**config.mk**
```make
export PLATFORM = sky130hd
export DESIGN_NAME = vfa_isqrt
export DESIGN_NICKNAME = d
export VERILOG_FILES = /design/src/rtl/vfa_pkg.sv /design/src/rtl/vfa_isqrt.sv
export SDC_FILE = /design/constraint.sdc
export NUM_CORES = 2
export LEC_CHECK = 0
export BUFFER_PORTS_ARGS = -buffer_cell sky130_fd_sc_hd__buf_4
export CELL_PAD_IN_SITES_DETAIL_PLACEMENT = 0
export CELL_PAD_IN_SITES_GLOBAL_PLACEMENT = 1
export CORE_UTILIZATION = 37
export CTS_BUF_LIST = sky130_fd_sc_hd__clkbuf_16
export CTS_CLUSTER_DIAMETER = 100
export DETAILED_ROUTE_END_ITERATION = 7
export GPL_TIMING_DRIVEN = 0
export PLACE_DENSITY_LB_ADDON = 0.1
export SLEW_MARGIN = 5
export SYNTH_ARGS = -nofsm -noshare
export SYNTH_HDL_FRONTEND = slang
export SYNTH_SLANG_ARGS = --single-unit
export TNS_END_PERCENT = 1
```
**constraint.sdc**
```tcl
create_clock -name clk -period 3.3 [get_ports clk]
set_input_delay 0.66 -clock clk [delete_from_list [all_inputs] [get_ports clk]]
set_output_delay 0.66 -clock clk [all_outputs]
set_load 0.02 [all_outputs]
```
**src/rtl/vfa_pkg.sv**
```systemverilog
// ----------------------------------------------------------------------------
// vfa_pkg
// shared types, codes and arithmetic helpers of the Q16.16 vector alu
// ----------------------------------------------------------------------------
`default_nettype none

package vfa_pkg;

  // operation codes
  localparam logic [3:0] CMD_ADD   = 4'd0;
  localparam logic [3:0] CMD_SUB   = 4'd1;
  localparam logic [3:0] CMD_SCALE = 4'd2;
  localparam logic [3:0] CMD_DIV   = 4'd3;
  localparam logic [3:0] CMD_DOT   = 4'd4;
  localparam logic [3:0] CMD_CROSS = 4'd5;
  localparam logic [3:0] CMD_NEG   = 4'd6;
  localparam logic [3:0] CMD_MAG   = 4'd7;
  localparam logic [3:0] CMD_NORM  = 4'd8;

  // status codes
  localparam logic [1:0] ST_OK   = 2'd0;
  localparam logic [1:0] ST_ZERO = 2'd1;
  localparam logic [1:0] ST_SAT  = 2'd2;

  // pipeline depths of the root and divide units
  localparam int SQ_STAGES  = 32;
  localparam int DIV_STAGES = 48;

  localparam logic signed [65:0] SAT_HI = 66'sd2147483647;
  localparam logic signed [65:0] SAT_LO = -66'sd2147483648;
  localparam logic [31:0] MAX32 = 32'h7fffffff;
  localparam logic [31:0] MIN32 = 32'h80000000;

  // item state carried alongside the root and divide units
  typedef struct packed {
    logic [3:0]  cmd;
    logic [31:0] r_x;
    logic [31:0] r_y;
    logic [31:0] r_z;
    logic [31:0] sc;
    logic [31:0] s;
    logic [1:0]  status;
  } pl_t;

  typedef struct packed {
    logic [31:0] v;
    logic        sat;
  } sat_t;

  typedef struct packed {
    logic [63:0] n;
    logic [63:0] r;
  } sq_step_t;

  typedef struct packed {
    logic [31:0] rem;
    logic [47:0] qd;
  } dv_step_t;

  // clamp to the signed 32-bit range
  function automatic sat_t sat66(input logic signed [65:0] x);
    sat_t o;
    if (x > SAT_HI) begin
      o.v = MAX32;
      o.sat = 1'b1;
    end else if (x < SAT_LO) begin
      o.v = MIN32;
      o.sat = 1'b1;
    end else begin
      o.v = x[31:0];
      o.sat = 1'b0;
    end
    return o;
  endfunction

  // Q32.32 to Q16.16, add one half then floor
  function automatic logic signed [65:0] rnd16(input logic signed [65:0] x);
    logic signed [65:0] t;
    t = x + 66'sd32768;
    return t >>> 16;
  endfunction

  function automatic logic [31:0] mag32(input logic [31:0] x);
    return x[31] ? 32'd0 - x : x;
  endfunction

  // one digit of the bitwise integer square root, k is the digit place
  function automatic sq_step_t sq_step(input logic [63:0] n, input logic [63:0] r,
                                       input int k);
    sq_step_t o;
    logic [63:0] b;
    logic [64:0] t;
    b = 64'd1 << (2 * k);
    t = {1'b0, r} + {1'b0, b};
    if ({1'b0, n} >= t) begin
      o.n = n - t[63:0];
      o.r = (r >> 1) + b;
    end else begin
      o.n = n;
      o.r = r >> 1;
    end
    return o;
  endfunction

  // one quotient bit of restoring division, dividend shifts out as quotient shifts in
  function automatic dv_step_t dv_step(input logic [31:0] rem, input logic [47:0] qd,
                                       input logic [31:0] dv);
    dv_step_t o;
    logic [32:0] sh;
    logic [32:0] diff;
    sh = {rem, qd[47]};
    diff = sh - {1'b0, dv};
    if (sh >= {1'b0, dv}) begin
      o.rem = diff[31:0];
      o.qd = {qd[46:0], 1'b1};
    end else begin
      o.rem = sh[31:0];
      o.qd = {qd[46:0], 1'b0};
    end
    return o;
  endfunction

endpackage

`default_nettype wire

```
**src/rtl/vfa_isqrt.sv**
```systemverilog
// ----------------------------------------------------------------------------
// vfa_isqrt
// pipelined 64-bit integer square root, one root bit per stage
// ----------------------------------------------------------------------------
`default_nettype none

module vfa_isqrt (
  input  logic        clk,
  input  logic        en,
  input  logic [63:0] n,
  output logic [31:0] root
);

  logic [63:0] n_q [vfa_pkg::SQ_STAGES-1];
  logic [63:0] r_q [vfa_pkg::SQ_STAGES];
  vfa_pkg::sq_step_t nx [vfa_pkg::SQ_STAGES];

  always_comb begin
    nx[0] = vfa_pkg::sq_step(n, 64'd0, vfa_pkg::SQ_STAGES - 1);
    for (int i = 1; i < vfa_pkg::SQ_STAGES; i++) begin
      nx[i] = vfa_pkg::sq_step(n_q[i-1], r_q[i-1], vfa_pkg::SQ_STAGES - 1 - i);
    end
  end

  always_ff @(posedge clk) begin
    if (en) begin
      for (int i = 0; i < vfa_pkg::SQ_STAGES - 1; i++) begin
        n_q[i] <= nx[i].n;
      end
      for (int i = 0; i < vfa_pkg::SQ_STAGES; i++) begin
        r_q[i] <= nx[i].r;
      end
    end
  end

  // final root is below 2^32
  assign root = r_q[vfa_pkg::SQ_STAGES-1][31:0];

endmodule

`default_nettype wire

```
==> Word level (Yosys, flattened, before mapping) <==
Memories as Yosys holds them, arrays and structs flattened.
Cells that the tools add are included.
{ "classes": {"order_cmp": 32, "mux": 34, "add_sub_neg": 93} }
{ "ops": {"columns": ["operator", "n"], "rows": [
  ["128-bit two-way mux", 31],
  ["64-bit by 65-bit greater-or-equal comparator with 1-bit output", 31],
  ["64-bit subtractor", 30],
  ["64-bit by 1-bit adder with 65-bit output (second input constant)", 1],
  ["64-bit by 11-bit adder with 65-bit output (second input constant)", 1],
  ["64-bit by 13-bit adder with 65-bit output (second input constant)", 1],
  ["64-bit by 15-bit adder with 65-bit output (second input constant)", 1],
  ["64-bit by 17-bit adder with 65-bit output (second input constant)", 1],
  ["64-bit by 19-bit adder with 65-bit output (second input constant)", 1],
  ["64-bit by 21-bit adder with 65-bit output (second input constant)", 1],
  ["64-bit by 23-bit adder with 65-bit output (second input constant)", 1],
  ["64-bit by 25-bit adder with 65-bit output (second input constant)", 1],
  ["64-bit by 27-bit adder with 65-bit output (second input constant)", 1],
  ["64-bit by 29-bit adder with 65-bit output (second input constant)", 1],
  ["64-bit by 3-bit adder with 65-bit output (second input constant)", 1],
  ["64-bit by 31-bit adder with 65-bit output (second input constant)", 1],
  ["64-bit by 33-bit adder with 65-bit output (second input constant)", 1],
  ["64-bit by 35-bit adder with 65-bit output (second input constant)", 1],
  ["64-bit by 37-bit adder with 65-bit output (second input constant)", 1],
  ["64-bit by 39-bit adder with 65-bit output (second input constant)", 1],
  ["64-bit by 41-bit adder with 65-bit output (second input constant)", 1],
  ["64-bit by 43-bit adder with 65-bit output (second input constant)", 1],
  ["64-bit by 45-bit adder with 65-bit output (second input constant)", 1],
  ["64-bit by 47-bit adder with 65-bit output (second input constant)", 1],
  ["other kinds (45)", 46]
]} }
{ "totals": {"out_inout_bits": 32, "ram_bits": 4032, "inputBits": 66, "word_cells": 161, "ff_bits": 0, "n_memories": 2} }
{ "memory_table": {"columns": ["memory", "depth", "width", "rd", "rd_clocked_by_memory_dff", "write_ports", "line_no", "rtl"], "rows": [
  ["r_q", 32, 64, 32, 0, 32, "vfa_isqrt.sv:15", "logic [63:0] r_q [vfa_pkg::SQ_STAGES];"],
  ["n_q", 31, 64, 31, 0, 31, "vfa_isqrt.sv:14", "logic [63:0] n_q [vfa_pkg::SQ_STAGES-1];"]
]} }

==> Depth between registers and ports, before layout <==
An unclocked memory read counts as a cell.
{ "logic_depth": {"word_depth": 4, "depth_mapped": 15, "ltp_nobuf": 12} }

==> Worst setup path before layout <==
Ideal clock, no wire load.
{ "synth_timing": {"kind": "register to register", "start": "mem n_q[22][43] (netlist: n_q[1][427])", "end": "mem n_q[23][57] (netlist: n_q[1][505]), data pin", "n_path_buf": 1, "required_ns": 3.042, "arrival_ns": 3.280, "slack_ns": -0.238, "stages_incl_launch_ff": 11, "path_cell_list": "edfxtp_1 or4_1 or3_1 or4_1 o31ai_1 nand2_1 a21o_1 or2_1 buf_2 or4_1 xnor2_1"} }
{ "synth_rtl": {"columns": ["item", "line_no"], "rows": [
  ["start: declaration", "vfa_isqrt.sv:14"]
]} }

==> impl_metrics.yaml <==
status:
  outcome: "finished, violations left"
  failed_checks: "negative setup slack"
critical_path:
  crit_top_cell: "nor4b_4"
  worstSetupPathDepth: 11
  ff2ff_setup_slack_ps: -390
  path_cells: "ha_4, nor4b_4, nand3_1, nor3_2, nand4_1, o311ai_2, o21ba_4, or4_4, buf_8, nor4b_4, xor2_1"
  worst-path-max-fanout: 10
  crit_family: "simple AND/OR/NAND/NOR gates"
  cp_num_buf_inv: 1
  reg2reg_to: "n_q[1][696]$_DFFE_PP_"
  arrival_ps: 4400
  critPathCapture: "n_q[1][696]$_DFFE_PP_"
  critPathSlowestCell: "or4_4"
  crit_path_end_kind: "flip-flop"
  worst-r2r-cell-count: 11
  r2r_start: "n_q[1][590]$_DFFE_PP_"
  required_ps: 4000
  crit_type: "reg -> reg"
  startpoint_type: "flip-flop"
  cpPeakStageDelay_ps: 530
  cp-startpoint: "n_q[1][590]$_DFFE_PP_"
yosys:
  seq_area_frac_synth: 0.622
  synth_top_area_cell: "edfxtp_1"
  syn_area_um2: 121000
  synth.top_cell.area_share: 0.622
  yosysWarnings: 0
  synthArstFlopShare: 0
  ys_top_cells_by_area: "edfxtp_1, ha_1, xnor2_1, xor2_1, a21oi_1"
  ys.flop_type: "edfxtp_1"
  synth_nets: 10300
  ys_ff_latch: 2512
  synth.avg_cell_area_um2: 12.5
  synth_cell_type_count: 87
  synth_edf_count: 2512
  postSynthCellCount: 9719
routing:
  drtPass1Iterations: 7
  wirelength_um: 340000
  wire_per_inst_um: 22.9
  via_per_inst: 5.33
  ant_nets: 0
  drcViolationCount: 0
  drt_iter0_drc: 6256
  vias: 79200
cells_and_area:
  fillers: 29700
  layout-drive-gt1-share: 0.144
  ff_latch_area_um2: 75400
  final_nets: 10900
  area_growth_pct: 18.9
  multi_input_area_um2: 46800
global_routing:
  grt_pass1_vias: 78200
  overflow: 0
  grt.total_usage: 0.201
  grt_max_degree: 186
  grt_pass1_wl_um: 505000
  antenna_found_initial: 15
clock_network:
  ctsHtreeMaxLevel: 5
  clock-sinks: 2512
  cts_inserted_buffers: 292
  cts.clk_slew.worst_paths_ps: 60
  clock_path_buffers: 4
  tritoncts: "done"
  clock_tree.root_cell: "clkbuf_16"
  clock_latency_ps: 920
place:
  globalplace.congestion: 0.875
  port_buffers: 97
  dpl.hpwl_um: 254000
  dp_slack_ps: -2430
sta:
  layout_min_cycle_time_ps: 3690
  setup_violations: 472
  final.setup.worst_slack_ps: -394
  timing.hold.ws_ps: 186
  fin_skew_ps: 74.4
  slew_violations: 0
  fin_crit_sh: 1.12
  hold_viol_final: 0
  rsz0062_at_grt: "yes"
  relSlewSlack: 0.147
  fmax_ghz: 0.271
  tightest_slew_ps: 1260
power:
  power_density_nw_per_um2: 690
  ir_drop_mv: 0.388
  cellLeakagePower_nw: 53.4
  total_power_mw: 99.5
die:
  die_w_um: 574
  die_h_um: 574
  start_util: 0.373
  pin_count: 98
  fp-row-count: 209
  dieArea_um2: 330000
  core_um2: 325000
job:
  max_cap_viol_count: 0
hold_path:
  hold_path_class: "in -> reg"
tightest hold or removal path, delay by kind of cell:
kind            cells  cell delay, ps
compound gates      1              70
buf+inv             1             110
simple gates        1              90
stage by stage:
| stage | utilization | cell area (µm²) | cells | TNS (ps) |
|---|---|---|---|---|
| 2_1_floorplan | - | 121000 | 9719 | -8400 |
| 3_3_place_gp | 0.392 | 127000 | 14100 | - |
| 3_5_place_dp | 0.394 | 128000 | 14200 | -1601530 |
| 4_1_cts | 0.437 | 142000 | 14800 | -87970 |
| 5_1_grt | 0.444 | 144000 | 14800 | -177250 |
| 6_report | 0.444 | 144000 | 14900 | -52930 |
synthesized netlist by cell type, types with 43 or more instances:
cell type  count
a211oi_1      43
ha_1         558
nor4_1       370
o21a_1       115
nand4_1      161
o21ai_0      438
or3_1        115
nor3_1       273
a21oi_1      609
xor2_1       405
and3_1        56
nand2b_1     104
mux2_2        84
a31oi_1       43
xnor2_1      473
nor2_1       659
a21o_1       219
edfxtp_1    2512
inv_1        697
o21bai_1      56
o31ai_1       47
nand2_1      599
nor4b_1       52
clkbuf_1     171
nand3_1      168
or4_1         76
nor2b_1       75
timing repair:
| action | in CTS | in global routing |
|---|---|---|
| endpoints found under the setup margin | 939 | 1244 |
| gates cloned | 4 | 1 |
| resized for setup | 693 | 431 |
| pin swaps | 102 | 137 |
| buffers inserted | 81 | 57 |
| hold buffers | 62 | 0 |
| endpoints found under the hold margin | 62 | 0 |
cells in the final DEF (no fill, tap or decap), types with 74 or more instances in the layout:
master	synthesis	layout
inv_1	697	735
a21o_1	219	219
o21ai_0	438	385
nor2b_1	75	74
nand4_1	161	161
nor4_1	370	293
nor3_1	273	222
nand3_1	168	155
xor2_1	405	402
mux2_2	84	78
o21a_1	115	111
ha_1	558	447
clkbuf_16	0	309
nand2_1	599	582
a21oi_1	609	563
ha_4	0	77
edfxtp_1	2512	2512
nor2_1	659	641
or3_1	115	100
buf_4	0	234
xnor2_1	473	459
nand2b_1	104	100
metal layers:
layer | wire length (µm) | vias to the layer above | GRT usage | part of all wire
met2 | 153000 | 1609 | 0.313 | 0.45
li1 | - | 37700 | - | -
met1 | 166000 | 39600 | 0.298 | 0.49
met5 | 0 | - | 0 | 0
met3 | 15500 | 334 | 0.0303 | 0.045
met4 | 5290 | 0 | 0.0349 | 0.016
kinds of logic after synthesis:
kind of cell,Yosys count,synth area share
and+or+nand+nor,2934,0.125
buffers and inverters,892,0.0277
xor gates and xnor gates,878,0.0634
muxes,98,0.00896
AOI/OAI and AO/OA,1847,0.0950
DFF,2512,0.622
adders and majority gates,558,0.0576
final cells by class:
class,count,share of cell area
multi-input combinational,6315,0.325
buffer,153,0.00917
sequential,2512,0.523
clock inverter,220,0.0144
timing repair buffer,322,0.0209
inverter,700,0.0184
tap,4325,0.0375
clock buffer,298,0.0517
antenna,6,0.000104
sequential cells by signal, summed over array words and instances, names as in the netlist:
signal  flops
n_q      1984
r_q       528
worst min-delay path by stage:
stage / from / endpoint / slack, ps / depth (start not counted)
CTS: n[63] / n_q[0][63]$_DFFE_PP_ / 60 / 3
finish: n[63] / n_q[0][63]$_DFFE_PP_ / 190 / 3
detailed placement: n_q[0][971]$_DFFE_PP_ / n_q[1][11]$_DFFE_PP_ / 430 / 0
global route: n[63] / n_q[0][63]$_DFFE_PP_ / 130 / 3
global placement: n_q[0][971]$_DFFE_PP_ / n_q[1][11]$_DFFE_PP_ / 430 / 0
floorplan: n_q[0][984]$_DFFE_PP_ / n_q[1][24]$_DFFE_PP_ / 420 / 0
where the power goes:
group / internal [mW] / total, mW / switching, mW / leakage [nW]
sequential: 40.6 / 44.2 / 3.69 / 24.2
combinational: 9.49 / 23.0 / 13.5 / 24.4
clock: 19.0 / 32.3 / 13.3 / 4.82
total: 69.1 / 99.5 / 30.4 / 53.4
No activity file was read; power rests on OpenSTA's default activity.
